--- src/hw/rtl/prescaled_timer_with_compare_macros.svh ---
// Assertion macros shared by the timer modules.
`ifndef PRESCALED_TIMER_WITH_COMPARE_MACROS_SVH
`define PRESCALED_TIMER_WITH_COMPARE_MACROS_SVH

// The consequent must hold in the same cycle as the antecedent.
`define PTC_ASSERT_NOW(label, clk, rst, ante, cons, msg) \
   label: assert property (@(posedge clk) disable iff (rst) (ante) |-> (cons)) \
      else $error(msg);

// The consequent must hold in the cycle after the antecedent.
`define PTC_ASSERT_NEXT(label, clk, rst, ante, cons, msg) \
   label: assert property (@(posedge clk) disable iff (rst) (ante) |=> (cons)) \
      else $error(msg);

`endif

--- src/hw/rtl/ptc_pkg.sv ---
`default_nettype none

package ptc_pkg;

   localparam int COUNTER_WIDTH   = 16;
   localparam int PRESCALER_WIDTH = 8;
   localparam int CHANNEL_COUNT   = 4;
   localparam int DATA_WIDTH      = 16;
   localparam int STATUS_WIDTH    = 8;
   localparam int CMP_WIDTH       = (COUNTER_WIDTH > DATA_WIDTH) ? COUNTER_WIDTH : DATA_WIDTH;

   localparam int CTL_ENABLE_BIT = 0;
   localparam int CTL_OVF_IE_BIT = 1;
   localparam int CTL_CMP_EN_BIT = 2;
   localparam int CTL_CMP_IE_BIT = 3;
   localparam int ST_OVF_BIT     = 0;
   localparam int ST_CMP_BIT     = 1;

   typedef enum logic [1:0] {
      OP_TICK  = 2'd0,
      OP_READ  = 2'd1,
      OP_WRITE = 2'd2
   } opcode_type;

   typedef enum logic [3:0] {
      REG_CONTROL  = 4'd0,
      REG_RELOAD   = 4'd1,
      REG_COUNTER  = 4'd2,
      REG_CHANNEL0 = 4'd3,
      REG_STATUS   = 4'd7,
      REG_PRESCALE = 4'd8
   } reg_index_type;

   typedef struct packed {
      logic [1:0]            opcode;
      logic [3:0]            reg_index;
      logic [DATA_WIDTH-1:0] write_data;
   } req_type;

   typedef struct packed {
      logic [DATA_WIDTH-1:0] read_data;
      logic                  irq;
   } rsp_type;

endpackage

`default_nettype wire

--- src/hw/rtl/ptc_core.sv ---
`default_nettype none
`include "prescaled_timer_with_compare_macros.svh"

module ptc_core (
   input  wire logic             clock,
   input  wire logic             reset,
   input  wire logic             exec,
   input  wire ptc_pkg::req_type req,
   output ptc_pkg::rsp_type      rsp
);
   import ptc_pkg::*;

   localparam logic [PRESCALER_WIDTH-1:0] PRE_MAX = '1;
   localparam logic [COUNTER_WIDTH-1:0]   CNT_MAX = '1;

   logic [DATA_WIDTH-1:0]      ctl_ff, ctl_in;
   logic [COUNTER_WIDTH-1:0]   cnt_reload_ff, cnt_reload_in;
   logic [COUNTER_WIDTH-1:0]   cnt_ff, cnt_in;
   logic [DATA_WIDTH-1:0]      ch_ff [CHANNEL_COUNT];
   logic [DATA_WIDTH-1:0]      ch_in [CHANNEL_COUNT];
   logic [STATUS_WIDTH-1:0]    status_ff, status_in;
   logic [PRESCALER_WIDTH-1:0] pre_reload_ff, pre_reload_in;
   logic [PRESCALER_WIDTH-1:0] pre_ff, pre_in;
   logic [DATA_WIDTH-1:0]      read_mux;

   always_comb begin
      read_mux = '0;
      unique case (req.reg_index)
         REG_CONTROL:  read_mux = ctl_ff;
         REG_RELOAD:   read_mux = DATA_WIDTH'(cnt_reload_ff);
         REG_COUNTER:  read_mux = DATA_WIDTH'(cnt_ff);
         REG_STATUS:   read_mux = DATA_WIDTH'(status_ff);
         REG_PRESCALE: read_mux = DATA_WIDTH'(pre_reload_ff);
         default:      read_mux = '0;
      endcase
      for (int i = 0; i < CHANNEL_COUNT; i++) begin
         if (req.reg_index == 4'(REG_CHANNEL0 + i)) begin
            read_mux = ch_ff[i];
         end
      end
   end

   always_comb begin
      ctl_in        = ctl_ff;
      cnt_reload_in = cnt_reload_ff;
      cnt_in        = cnt_ff;
      ch_in         = ch_ff;
      status_in     = status_ff;
      pre_reload_in = pre_reload_ff;
      pre_in        = pre_ff;
      rsp.read_data = '0;
      if (exec) begin
         unique case (req.opcode)
            OP_TICK: begin
               if (ctl_ff[CTL_ENABLE_BIT]) begin
                  if (pre_ff == PRE_MAX) begin
                     pre_in = pre_reload_ff;
                     if (cnt_ff == CNT_MAX) begin
                        cnt_in                = cnt_reload_ff;
                        status_in[ST_OVF_BIT] = 1'b1;
                     end else begin
                        cnt_in = cnt_ff + 1'b1;
                     end
                     if (ctl_ff[CTL_CMP_EN_BIT] &&
                         (CMP_WIDTH'(cnt_in) == CMP_WIDTH'(ch_ff[0]))) begin
                        status_in[ST_CMP_BIT] = 1'b1;
                     end
                  end else begin
                     pre_in = pre_ff + 1'b1;
                  end
               end
            end
            OP_READ: begin
               rsp.read_data = read_mux;
            end
            OP_WRITE: begin
               unique case (req.reg_index)
                  REG_CONTROL:  ctl_in        = req.write_data;
                  REG_RELOAD:   cnt_reload_in = COUNTER_WIDTH'(req.write_data);
                  REG_STATUS:   status_in     = status_ff & req.write_data[STATUS_WIDTH-1:0];
                  REG_PRESCALE: pre_reload_in = PRESCALER_WIDTH'(req.write_data);
                  default: ;
               endcase
               for (int i = 0; i < CHANNEL_COUNT; i++) begin
                  if (req.reg_index == 4'(REG_CHANNEL0 + i)) begin
                     ch_in[i] = req.write_data;
                  end
               end
            end
            default: ;
         endcase
      end
      rsp.irq = (status_in[ST_OVF_BIT] & ctl_in[CTL_OVF_IE_BIT]) |
                (status_in[ST_CMP_BIT] & ctl_in[CTL_CMP_IE_BIT]);
   end

   always_ff @(posedge clock) begin
      if (reset) begin
         ctl_ff        <= '0;
         cnt_reload_ff <= '0;
         cnt_ff        <= '0;
         status_ff     <= '0;
         pre_reload_ff <= '0;
         pre_ff        <= '0;
         for (int i = 0; i < CHANNEL_COUNT; i++) begin
            ch_ff[i] <= '0;
         end
      end else begin
         ctl_ff        <= ctl_in;
         cnt_reload_ff <= cnt_reload_in;
         cnt_ff        <= cnt_in;
         status_ff     <= status_in;
         pre_reload_ff <= pre_reload_in;
         pre_ff        <= pre_in;
         ch_ff         <= ch_in;
      end
   end

   `PTC_ASSERT_NEXT(a_counter_wrap_sets_overflow, clock, reset,
      exec && req.opcode == OP_TICK && ctl_ff[CTL_ENABLE_BIT] && pre_ff == PRE_MAX
      && cnt_ff == CNT_MAX, status_ff[ST_OVF_BIT], "Counter wrap did not set overflow.")
   `PTC_ASSERT_NOW(a_status_high_bits_clear, clock, reset, 1'b1,
      status_ff[STATUS_WIDTH-1:ST_CMP_BIT+1] == '0, "Unused status bits became set.")
   `PTC_ASSERT_NEXT(a_prescale_write_keeps_count, clock, reset,
      exec && req.opcode == OP_WRITE && req.reg_index == REG_PRESCALE,
      $stable(pre_ff), "Prescaler reload write disturbed the running prescaler.")

endmodule

`default_nettype wire

--- src/hw/rtl/prescaled_timer_with_compare.sv ---
// Prescaled up-counting timer with a compare channel and three storage channels.
// The request channel carries one request per cycle unless req_stall is high:
// a clock tick, a register read or a register write, selected by req_opcode.
// Every request, of any kind, yields exactly one response carrying the read
// data (zero unless a read) and the interrupt level after that request.
// A request is taken into an input register, executed against the timer
// registers once the output register is empty or its response is taken, and
// its response is held in the output register; one request per cycle is kept
// up while the response side does not stall. When it stalls, the output
// register holds its response and the input register still takes one more
// request; only then is req_stall raised, so no request is lost or repeated.
// Synchronous reset clears the valid flags of both pipeline registers and all
// timer registers, including the counter, prescaler and status flags.
`default_nettype none
`include "prescaled_timer_with_compare_macros.svh"

module prescaled_timer_with_compare (
   input  wire logic        clock,
   input  wire logic        reset,
   input  wire logic        req_valid,
   output logic             req_stall,
   input  wire logic [1:0]  req_opcode,
   input  wire logic [3:0]  req_reg_index,
   input  wire logic [15:0] req_write_data,
   output logic             rsp_valid,
   input  wire logic        rsp_stall,
   output logic [15:0]      rsp_read_data,
   output logic             rsp_irq
);
   import ptc_pkg::*;

   logic    s1_valid_ff;
   req_type s1_req_ff;
   logic    rsp_valid_ff;
   rsp_type rsp_ff;
   rsp_type exec_rsp;
   logic    advance;
   logic    accept;
   logic    exec;

   assign advance   = !rsp_valid_ff || !rsp_stall;
   assign req_stall = s1_valid_ff && !advance;
   assign accept    = req_valid && !req_stall;
   assign exec      = s1_valid_ff && advance;

   always_ff @(posedge clock) begin
      if (reset) begin
         s1_valid_ff <= 1'b0;
      end else if (!req_stall) begin
         s1_valid_ff <= req_valid;
      end
   end

   always_ff @(posedge clock) begin
      if (accept) begin
         s1_req_ff.opcode     <= req_opcode;
         s1_req_ff.reg_index  <= req_reg_index;
         s1_req_ff.write_data <= req_write_data;
      end
   end

   ptc_core u_core (
      .clock (clock),
      .reset (reset),
      .exec  (exec),
      .req   (s1_req_ff),
      .rsp   (exec_rsp)
   );

   always_ff @(posedge clock) begin
      if (reset) begin
         rsp_valid_ff <= 1'b0;
      end else if (advance) begin
         rsp_valid_ff <= s1_valid_ff;
      end
   end

   always_ff @(posedge clock) begin
      if (exec) begin
         rsp_ff <= exec_rsp;
      end
   end

   assign rsp_valid     = rsp_valid_ff;
   assign rsp_read_data = rsp_ff.read_data;
   assign rsp_irq       = rsp_ff.irq;

   `PTC_ASSERT_NEXT(a_held_request_kept, clock, reset, s1_valid_ff && !advance,
      s1_valid_ff && $stable(s1_req_ff), "Held request was lost or changed.")
   `PTC_ASSERT_NEXT(a_exec_gives_response, clock, reset, exec, rsp_valid_ff,
      "Executed request produced no response.")
   `PTC_ASSERT_NOW(a_stall_only_when_full, clock, reset, req_stall,
      s1_valid_ff && rsp_valid_ff && rsp_stall, "Request stalled with room in the pipeline.")

endmodule

`default_nettype wire

--- config.mk ---
export PLATFORM = sky130hd
export DESIGN_NAME = prescaled_timer_with_compare
export DESIGN_NICKNAME = d
export VERILOG_FILES = /design/src/hw/rtl/ptc_pkg.sv /design/src/hw/rtl/ptc_core.sv /design/src/hw/rtl/prescaled_timer_with_compare.sv
export VERILOG_INCLUDE_DIRS = /design/src /design/src/hw/rtl
export SDC_FILE = /design/constraint.sdc
export NUM_CORES = 1
export LEC_CHECK = 0
export ABC_AREA = 0
export BUFFER_PORTS_ARGS = -buffer_cell sky130_fd_sc_hd__buf_2
export CORE_MARGIN = 2
export CORE_UTILIZATION = 30
export CTS_CLUSTER_SIZE = 30
export DETAILED_ROUTE_END_ITERATION = 12
export PLACE_DENSITY = 0.5
export SETUP_SLACK_MARGIN = 0.02
export SYNTH_ARGS = -nofsm -noshare
export SYNTH_HDL_FRONTEND = slang
export SYNTH_HIERARCHICAL = 1
export SYNTH_SLANG_ARGS = --single-unit
--- constraint.sdc ---
create_clock -name clock -period 4.25 [get_ports clock]
set_clock_uncertainty 0.05 [all_clocks]
set_input_delay 0.425 -clock clock [delete_from_list [all_inputs] [get_ports clock]]
set_output_delay 0.425 -clock clock [all_outputs]
set_load 0.02 [all_outputs]
==> results of run 1 <==
## through the flow
step | power, W | area (um2) | hold slack, ps
final | 0.00349 | 9120 | 104
after global routing | 0.00360 | 9120 | 88.6
after CTS | 0.00351 | 9120 | 94.2
after detailed placement | 0.00193 | 8520 | 397
after global placement | 0.00193 | 8520 | 392
after floorplan | 0.00187 | 8120 | 386
## layout by cell type (no fill, tap or decap), drive strengths merged, types with 6 or more instances in the layout
cell type / synthesis / final
and3: 12 / 12
a221oi: 8 / 8
clkbuf: 63 / 18
a21oi: 124 / 124
nand4: 7 / 7
nor3b: 6 / 6
edfxtp: 39 / 39
buf: 16 / 57
nor3: 8 / 8
nand2: 244 / 244
xor2: 10 / 10
a211oi: 9 / 9
a31oi: 14 / 14
a22oi: 17 / 17
o21ai: 25 / 25
nand3: 20 / 20
a22o: 7 / 7
nor2: 71 / 71
a311oi: 9 / 9
inv: 6 / 12
a222oi: 8 / 8
and4: 6 / 6
xnor2: 11 / 11
mux2i: 28 / 28
and2: 11 / 11
dfxtp: 138 / 138
## worst paths after layout
check                          end                from  cells past startpoint  slack (ps)
setup / recovery           rsp_irq    u_core/cnt_ff[0]                      9         930
hold / removal       s1_req_ff[10]  req_write_data[10]                      1         100
setup reg to reg           rsp_irq    u_core/cnt_ff[0]                      9         930
hold reg to reg   u_core/ch_ff[33]    u_core/ch_ff[33]                      2         410
## cell type report
class | instances | area [um2] | area share (%)
clock inverters | 14 | 145 | 1.59
flip-flops and latches | 177 | 3930 | 43.2
well taps | 341 | 427 | 4.68
inverters | 6 | 22.5 | 0.247
repair buffers | 57 | 320 | 3.51
multi-input cells | 699 | 3820 | 41.9
clock buffers | 18 | 450 | 4.94
## layer usage
layer / track usage (%) / part of all wire (%) / wire length, um / up-vias
met5: 0 / 0 / 0 / -
met4: 5.58 / 2.1 / 499 / 0
met3: 3.25 / 4.3 / 1050 / 31
met2: 28.4 / 47 / 11400 / 183
met1: 23.4 / 47 / 11300 / 3300
li1: - / - / - / 3377
## cells by family (layout without fill, tap and decap cells)
kind of cell	count (synthesis)	in the layout	share of synthesized area [%]
and+or+nand+nor	402	402	22.0
AOI/OAI and AO/OA	245	245	18.8
DFF	177	177	48.5
buffers and inverters	85	95	4.56
muxes	29	29	3.59
xor gates and xnor gates	21	21	2.27
adders and majority gates	2	2	0.308
## power by group through the flow
| stage | combinational (W) | sequential [W] | clock [W] |
|---|---|---|---|
| after global routing | 0.000123 | 0.00178 | 0.00169 |
| final | 0.000114 | 0.00178 | 0.00160 |
| after detailed placement | 0.000114 | 0.00182 | 0 |
| after CTS | 0.000114 | 0.00178 | 0.00162 |
| after floorplan | 0.0000702 | 0.00180 | 0 |
| after global placement | 0.000114 | 0.00182 | 0 |
## critical path: stages, from the launching register on
cell and delay (ps):
dfxtp_1 490, ha_1 300, nand3_1 250, nor4_4 720
nand2_4 90, a311oi_2 270, o311ai_1 140, nor4_1 400
a21oi_1 160, o32ai_1 290
## flip-flops by register name (all words and copies together) (netlist names), 8 cells and up
name,cells
rsp_read_data,16
s1_req_ff,22
u_core/ch_ff,64
u_core/cnt_ff,16
u_core/cnt_reload_ff,16
u_core/ctl_ff,16
u_core/pre_ff,8
u_core/pre_reload_ff,8
u_core/status_ff,8
==> reports/results.tsv, run 1 <==
stage	metric	value	unit
yosys	Yosys top cell area share	34.0	%
floorplanning	Starting Density	30.4	%
layout	Nets	986	
yosys	Synth Flop Type	dfxtp_1	
power_and_ir_drop	Power Internal	0.00263	W
drt	DR pass1 iterations	9	
clock_network	Clock Tree Root	clkbuf_16	
floorplanning	I/O pin cnt	45	
timing	Worst Tran Pin Value	1030	ps
timing	Final min period	3320	ps
power_and_ir_drop	sw power	0.000857	W
power_and_ir_drop	Net Sw Frac	24.5	%
power_and_ir_drop	pwr/cell area	383	nW/um2
power_and_ir_drop	Max VDD drop	0.236	mV
yosys	Yosys warnings	6	
power_and_ir_drop	clock network power share	45.8	%
yosys	register bit count reported by yosys	177	
layout	Fillers	2804	
grt	Total Routing Usage GR	17.4	%
placed_design	PortBufs	44	
timing	period utilisation layout	78.1	%
yosys	Mapped Avg Cell Area	8.44	um2
timing	fmax	301	MHz
clock_network	# resized after CTS	0	
layout	Layout area overhead	12.3	%
timing	endpoints failing hold	0	
drt	initial DRC count	651	
placed_design	Cells after DPL	1280	
yosys	Area contributors post-synth	dfxtp_1 (34%), edfxtp_1 (14%), nand2_1 (11%)	
worst_setup_path	arrival time worst endpoint	3530	ps
hold_path	Worst Hold Class	in2reg	
clock_network	CTS clk-pin slew, worst paths	70	ps
power_and_ir_drop	Comb power frac	3.3	%
grt	largest net degree at the start of global routing	92	
layout	diode count	0	
clock_network	setup repair bufs after CTS	0	
clock_network	clock latency on the worst-skew pair	440	ps
placed_design	hpwl dp	16.9	mm
yosys	number of synthesized flops with an enable pin	39	
layout	fraction of layout cells with a size suffix above 1	10.6	%
power_and_ir_drop	Leak	2.96	nW
timing	Final TNS setup	0	ps
clock_network	TritonCTS clock tree	built	
yosys	Distinct cells, synth	64	
status	status	completed	
worst_setup_path	CP max FO	12	
floorplanning	Rows	60	
floorplanning	Die X	168	um
timing	Setup-failing EPs final	0	
layout	Final Non-Filler Cells	1312	
placed_design	pre-CTS setup slack	884	ps
floorplanning	die area	28400	um2
yosys	Post-Syn Area	8120	um2
floorplanning	core area	26700	um2
timing	worst rel slew slack	31.5	%
yosys	cell with the most instances after synthesis	nand2_1	
drt	drt via density	5.25	
yosys	Mapped Cells	961	
power_and_ir_drop	sequential power share	50.9	%
worst_setup_path	Worst Path Class, Setup	reg2reg	
clock_network	cts hold-fix bufs	0	
worst_setup_path	Worst EP required	4460	ps
timing	Final Max Slew Viols	0	
placed_design	RePlAce Congestion	0.855	
yosys	Yosys top cell by area	dfxtp_1	
flow_run	max cap viols	0	
clock_network	clk sinks	177	
worst_setup_path	Worst setup SP type	register	
clock_network	CTS Buffer Depth	2	
drt	Wirelength per Cell	18.5	um
drt	drt drc	0	
timing	min setup slack post-route	931	ps
clock_network	H-tree depth	4	
grt	initial antenna violation count	0	
yosys	fraction of registers with async set or reset after synthesis	0	%
yosys	syn_nets	989	
yosys	sequential share of the synthesized area	48.5	%
grt	global-route wire length before repair	38.3	mm
grt	vias in the first global route	6613	
timing	unrepaired setup endpoints after global routing	no	
grt	grt ovf	0	
drt	DRT Wirelength	24.3	mm
drt	Vias	6891	
clock_network	CTS buffer count	17	
layout	Util after Layout	34.1	%
floorplanning	DIE HEIGHT	168	um
worst_setup_path	CP endpoint kind	register	
drt	Final ANT Viol Nets	0	
yosys	Post-synth top cells	nand2_1 (242), dfxtp_1 (138), a21oi_1 (123)	
No activity file was read; power rests on OpenSTA's default activity.
==> inputs of run 2 (changes only) <==
--- a/config.mk
+++ b/config.mk
@@ -12,7 +12,7 @@
 export CORE_UTILIZATION = 30
 export CTS_CLUSTER_SIZE = 30
 export DETAILED_ROUTE_END_ITERATION = 12
-export PLACE_DENSITY = 0.5
+export PLACE_DENSITY = 0.48
 export SETUP_SLACK_MARGIN = 0.02
 export SYNTH_ARGS = -nofsm -noshare
 export SYNTH_HDL_FRONTEND = slang
==> constraint.sdc (replaced) <==
create_clock -name clock -period 3.4 [get_ports clock]
set_clock_uncertainty 0.05 [all_clocks]
set_input_delay 0.34 -clock clock [delete_from_list [all_inputs] [get_ports clock]]
set_output_delay 0.34 -clock clock [all_outputs]
set_load 0.02 [all_outputs]
==> run 2 against run 1 <==
  * Clock power increased by 26%
  * Utilization rose by 0.54 points
  * First-iteration DRC count decreased by 5.4%
  * Count of clock-buffer cells in the layout increased by 1
  * Sequential share of layout area down 0.67 points
  * Critical path type unchanged
  * Largest power group unchanged
  * Highest routed layer unchanged
==> reports/results.tsv, run 2 (synthesis results as in run 1) <==
stage	metric	value	unit	change
layout	diode count	0		unchanged
layout	leading cell type in the layout, fill and taps excluded	nand2_1		
grt	vias in the first global route	6481		-2.0%
placed_design	hpwl dp	17.5	mm	+3.8%
timing	Final TNS setup	0	ps	unchanged
worst_setup_path	reg-to-reg startpoint	u_core/cnt_ff[0]		
clock_network	TritonCTS clock tree	built		
drt	Final ANT Viol Nets	0		unchanged
floorplanning	Rows	60		unchanged
power_and_ir_drop	clock network power share	45.9	%	about the same
drt	initial DRC count	616		-5.4%
clock_network	clk sinks	177		unchanged
hold_path	Worst Hold Class	in2reg		
power_and_ir_drop	sw power	0.00106	W	+24%
power_and_ir_drop	Max VDD drop	0.251	mV	+6.6%
placed_design	RePlAce Congestion	0.866		+1.3%
floorplanning	core area	26700	um2	unchanged
worst_setup_path	r2r setup slk	280	ps	-650 ps
layout	biggest regs	u_core/ch_ff (64), s1_req_ff (22)		
timing	unrepaired setup endpoints after global routing	no		
grt	Total Routing Usage GR	17.6	%	+0.19 points
layout	Layout area overhead	14.1	%	
timing	worst rel slew slack	47.1	%	+16 points
layout	most frequent cells in the layout	nand2_1 (242), dfxtp_1 (138), a21oi_1 (123), nor2_1 (69), buf_2 (43)		
layout	Nets	1002		+1.6%
timing	Setup-failing EPs final	0		unchanged
layout	Util after Layout	34.6	%	+0.54 points
worst_setup_path	slowest cell on the critical path	dfxtp_1		
drt	drt drc	0		unchanged
timing	worst hold margin	24.9	ps	-79.4 ps
drt	DR pass1 iterations	7		-2
drt	Vias	6983		+1.3%
grt	largest net degree at the start of global routing	78		-15%
timing	Final min period	3120	ps	-196 ps
layout	Reg area	3930	um2	unchanged
grt	global-route wire length before repair	38.5	mm	+0.40%
timing	period utilisation layout	91.9	%	+14 points
power_and_ir_drop	Comb power frac	3.3	%	about the same
status	status	completed		
clock_network	clock latency on the worst-skew pair	430	ps	about the same
worst_setup_path	CP endpoint kind	register		
worst_setup_path	cells on worst reg2reg path	9		unchanged
layout	fraction of layout cells with a size suffix above 1	12.2	%	+1.6 points
timing	Worst Tran Pin Value	793	ps	-235 ps
grt	grt ovf	0		unchanged
power_and_ir_drop	Net Sw Frac	24.2	%	-0.38 points
power_and_ir_drop	Power Internal	0.00332	W	+26%
hold_path	Hold EP	s1_req_ff[10]		
timing	endpoints failing hold	0		unchanged
flow_run	max cap viols	0		unchanged
clock_network	Clock Tree Root	clkbuf_16		
hold_path	Worst Hold Depth	1		unchanged
timing	Final Max Slew Viols	0		unchanged
drt	drt via density	5.26		+0.11%
worst_setup_path	critical-path cell list	ha_1 > and3_1 > nand2_2 > o311a_1 > a311oi_2 > o311ai_1 > nor4_1 > a21oi_1 > o32ai_1		
clock_network	CTS Buffer Depth	2		unchanged
worst_setup_path	CP top delay family	compound AO/OA/AOI/OAI gates		
floorplanning	Die X	168	um	unchanged
floorplanning	die area	28400	um2	unchanged
worst_setup_path	FF-to-FF End	rsp_irq		
power_and_ir_drop	Leak	3.05	nW	+3.2%
clock_network	CTS buffer count	17		unchanged
clock_network	H-tree depth	4		unchanged
worst_setup_path	arrival time worst endpoint	3320	ps	-210 ps
layout	post-route cell area	9260	um2	+1.6%
floorplanning	I/O pin cnt	45		unchanged
clock_network	cts hold-fix bufs	0		unchanged
placed_design	PortBufs	44		unchanged
timing	fmax	320	MHz	+6.3%
worst_setup_path	Worst setup SP type	register		
grt	initial antenna violation count	0		unchanged
floorplanning	Starting Density	30.4	%	unchanged
power_and_ir_drop	pwr/cell area	473	nW/um2	+24%
hold_path	HP Start	req_write_data[10]		
clock_network	CTS clk-pin slew, worst paths	80	ps	about the same
power_and_ir_drop	sequential power share	50.7	%	-0.2 points
layout	multi-input logic area	3820	um2	about the same
placed_design	placed cell area	8650	um2	+1.6%
drt	Wirelength per Cell	18.7	um	+1.0%
worst_setup_path	CP max FO	8		-4
clock_network	setup repair bufs after CTS	0		unchanged
worst_setup_path	largest stage delay on the critical path	460	ps	-260 ps
worst_setup_path	WP buf/inv	0		unchanged
layout	Fillers	2769		-1.2%
drt	DRT Wirelength	24.8	mm	+2.3%
worst_setup_path	Worst Path Class, Setup	reg2reg		
floorplanning	DIE HEIGHT	168	um	unchanged
worst_setup_path	Worst EP required	3600	ps	-860 ps
layout	Biggest register	u_core/ch_ff		
layout	max FFs per register	64		unchanged
[run 2: changes by cell type in the layout (fill, tap and decap cells not counted), sizes merged]
cell,previous run,this run
inv,12,14
clkbuf,18,19
clkinv,4,2
clkinvlp,3,2
buf,57,73
[run 2: final cells by class]
cell class                 instances  share of cell area [%]
inverter                           6                   0.243
timing repair buffer              73                    4.89
clock inverter                    13                    1.50
clock buffer                      19                    5.01
tap                              341                    4.61
sequential                       177                    42.5
multi-input combinational        699                    41.3
[run 2: timing repair]
item                                    CTS  global route
gates resized for setup                   0             2
hold endpoints to repair                  0             0
endpoints found under the setup margin    0             1
[run 2: how the worst max path moves through the flow]
stage / start / endpoint / slack [ps] / cells after the start
floorplan: rsp_valid / rsp_irq / 280 / 10
global placement: rsp_stall / rsp_irq / 380 / 10
detailed placement: rsp_stall / rsp_irq / 280 / 10
CTS: u_core/cnt_ff[0] / rsp_irq / 270 / 9
global route: u_core/cnt_ff[0] / rsp_irq / 60 / 9
finish: u_core/cnt_ff[0] / rsp_irq / 280 / 9
[run 2: per-stage QoR]
stage	instances	setup WS (ps)	total power (W)
global route	1328	60.4	0.00454
detailed placement	1296	280	0.00242
global placement	1296	375	0.00242
finish	1328	277	0.00438
CTS	1328	265	0.00442
floorplan	961	285	0.00234
[run 2: power by group through the flow]
stage	clock network [W]	logic, W	registers, W
global route	0.00216	0.000158	0.00223
floorplan	0	0.0000881	0.00225
global placement	0	0.000147	0.00227
finish	0.00201	0.000146	0.00222
CTS	0.00206	0.000146	0.00222
detailed placement	0	0.000146	0.00227
[run 2: metal layers]
metal	GRT usage [%]	part of all wire, %	wire length [um]	up-vias
met1	24.5	46	11500	3359
met2	28.7	48	11900	197
met3	2.69	4.5	1120	17
met4	4.20	1.2	287	0
met5	0	0	0	-
li1	-	-	-	3410
==> inputs of run 3 (changes only) <==
--- a/config.mk
+++ b/config.mk
@@ -12,7 +12,7 @@
 export CORE_UTILIZATION = 30
 export CTS_CLUSTER_SIZE = 30
 export DETAILED_ROUTE_END_ITERATION = 12
-export PLACE_DENSITY = 0.48
+export PLACE_DENSITY = 0.53
 export SETUP_SLACK_MARGIN = 0.02
 export SYNTH_ARGS = -nofsm -noshare
 export SYNTH_HDL_FRONTEND = slang
==> run 3 against run 2 <==
  * Worst setup slack better by 1.4 ps
  * Wire length down 2.9%
  * First-iteration DRC count down 0.81%
  * Sequential share of layout area up 0.31 points
  * Total power up 0.74%
  * Via count down 0.96%
  * Die area unchanged
  * Count of clock-buffer cells in the layout down 2
  * Combinational power about the same
  * Global-route usage down 0.61 points
  * Utilization down 0.25 points
  * Largest cell class unchanged
==> reports/results.tsv, run 3 (synthesis results as in run 1) <==
stage	metric	value	unit	change
status	status	completed		
power_and_ir_drop	clock network power share	46.3	%	+0.4 points
timing	unrepaired setup endpoints after global routing	no		
grt	Total Routing Usage GR	17.0	%	-0.61 points
drt	Final ANT Viol Nets	0		unchanged
placed_design	hpwl dp	16.8	mm	-4.4%
worst_setup_path	arrival time worst endpoint	3330	ps	about the same
clock_network	setup repair bufs after CTS	0		unchanged
grt	global-route wire length before repair	37.4	mm	-2.9%
drt	initial DRC count	611		-0.81%
worst_setup_path	slowest cell on the critical path	nor4_4		
layout	leading cell type in the layout, fill and taps excluded	nand2_1		
grt	initial antenna violation count	0		unchanged
worst_setup_path	reg-to-reg startpoint	u_core/cnt_ff[0]		
drt	DRT Wirelength	24.1	mm	-2.9%
floorplanning	DIE HEIGHT	168	um	unchanged
clock_network	CTS buffer count	17		unchanged
layout	post-route cell area	9190	um2	-0.73%
layout	most frequent cells in the layout	nand2_1 (242), dfxtp_1 (138), a21oi_1 (123), nor2_1 (69), buf_2 (43)		
power_and_ir_drop	sw power	0.00103	W	-2.7%
power_and_ir_drop	sequential power share	50.3	%	-0.4 points
placed_design	PortBufs	44		unchanged
power_and_ir_drop	Net Sw Frac	23.3	%	-0.82 points
power_and_ir_drop	Power Internal	0.00338	W	+1.8%
worst_setup_path	crit path from	u_core/cnt_ff[0]		
clock_network	clk sinks	177		unchanged
timing	Setup-failing EPs final	0		unchanged
timing	Final TNS setup	0	ps	unchanged
layout	Biggest register	u_core/ch_ff		
floorplanning	Die X	168	um	unchanged
worst_setup_path	Crit path depth	9		unchanged
timing	Final Max Slew Viols	0		unchanged
timing	worst hold margin	26.4	ps	+1.52 ps
placed_design	placed cell area	8590	um2	-0.78%
clock_network	CTS clk-pin slew, worst paths	70	ps	about the same
hold_path	Worst Hold Depth	1		unchanged
worst_setup_path	Worst EP required	3600	ps	about the same
timing	Final min period	3120	ps	-1.37 ps
worst_setup_path	Worst setup SP type	register		
clock_network	CTS Buffer Depth	2		unchanged
floorplanning	die area	28400	um2	unchanged
timing	Worst Tran Pin Value	839	ps	+45.8 ps
drt	Wirelength per Cell	18.3	um	-2.2%
placed_design	RePlAce Congestion	0.877		+1.2%
timing	fmax	320	MHz	about the same
worst_setup_path	CP top delay family	simple AND/OR/NAND/NOR gates		
timing	period utilisation layout	91.8	%	about the same
worst_setup_path	critical-path cell list	ha_1 > nand3_1 > nor4_4 > buf_4 > and3_1 > o311ai_1 > nor4_1 > a21oi_1 > o32ai_1		
placed_design	Cells after DPL	1287		-0.69%
clock_network	clock latency on the worst-skew pair	440	ps	about the same
timing	endpoints failing hold	0		unchanged
worst_setup_path	FF-to-FF End	rsp_irq		
flow_run	max cap viols	0		unchanged
grt	largest net degree at the start of global routing	75		-3.8%
worst_setup_path	CP endpoint kind	register		
layout	max FFs per register	64		unchanged
layout	Nets	993		-0.90%
worst_setup_path	largest stage delay on the critical path	470	ps	about the same
floorplanning	core area	26700	um2	unchanged
power_and_ir_drop	Comb power frac	3.4	%	about the same
grt	grt ovf	0		unchanged
layout	Layout area overhead	13.3	%	
floorplanning	I/O pin cnt	45		unchanged
hold_path	HP Start	req_write_data[1]		
layout	fraction of layout cells with a size suffix above 1	11.2	%	-0.91 points
hold_path	Hold EP	s1_req_ff[1]		
grt	vias in the first global route	6475		-0.093%
layout	Final Non-Filler Cells	1319		-0.68%
clock_network	Clock Tree Root	clkbuf_16		
floorplanning	Starting Density	30.4	%	unchanged
layout	biggest regs	u_core/ch_ff (64), s1_req_ff (22)		
drt	Vias	6916		-0.96%
drt	drt via density	5.24		-0.28%
power_and_ir_drop	Max VDD drop	0.248	mV	-1.3%
hold_path	Worst Hold Class	in2reg		
drt	drt drc	0		unchanged
worst_setup_path	cells on worst reg2reg path	9		unchanged
layout	diode count	0		unchanged
worst_setup_path	WP buf/inv	1		+1
clock_network	H-tree depth	4		unchanged
power_and_ir_drop	Leak	3.01	nW	-1.5%
worst_setup_path	r2r setup slk	280	ps	about the same
timing	worst rel slew slack	43.9	%	-3.2 points
floorplanning	Rows	60		unchanged
power_and_ir_drop	pwr/cell area	480	nW/um2	+1.5%
drt	DR pass1 iterations	8		+1
worst_setup_path	CP max FO	11		+3
worst_setup_path	Worst Path Class, Setup	reg2reg		
clock_network	TritonCTS clock tree	built		
-- run 3: repair_timing --
action / CTS / global route
endpoints found under the setup margin: 0 / 1
resized for setup: 0 / 1
hold buffers: 0 / 0
-- run 3: how the worst max path moves through the flow --
stage | to | slack (ps)
after CTS | rsp_irq | 300
after global placement | rsp_irq | 260
after floorplan | rsp_irq | 280
after detailed placement | rsp_irq | 220
after global routing | rsp_irq | 30
final | rsp_irq | 280
-- run 3: per-stage QoR --
stage	worst slack [ps]	util (%)	total power, W
2_1_floorplan	285	-	0.00234
3_3_place_gp	265	32.1	0.00241
3_5_place_dp	217	32.1	0.00242
4_1_cts	301	34.4	0.00445
5_1_grt	32.8	34.4	0.00456
6_report	278	34.4	0.00441
-- run 3: area by class of cell --
class	count	area [um2]
multi-input combinational	699	3820
tap	341	427
clock buffer	17	425
sequential	177	3930
timing repair buffer	64	385
inverter	6	22.5
clock inverter	15	179
fill	2752	17500
-- run 3: per-layer routing --
layer  track usage (%)  part of all wire (%)
met1              22.5                    45
met5                 0                     0
met2              27.3                    47
met3              4.21                   5.5
met4              5.51                   1.9
-- run 3: power groups by stage --
stage	Sequential, W	Combinational [W]	Clock [W]
finish	0.00222	0.000148	0.00204
global route	0.00222	0.000159	0.00217
CTS	0.00222	0.000147	0.00208
detailed placement	0.00227	0.000147	0
global placement	0.00227	0.000146	0
floorplan	0.00225	0.0000881	0
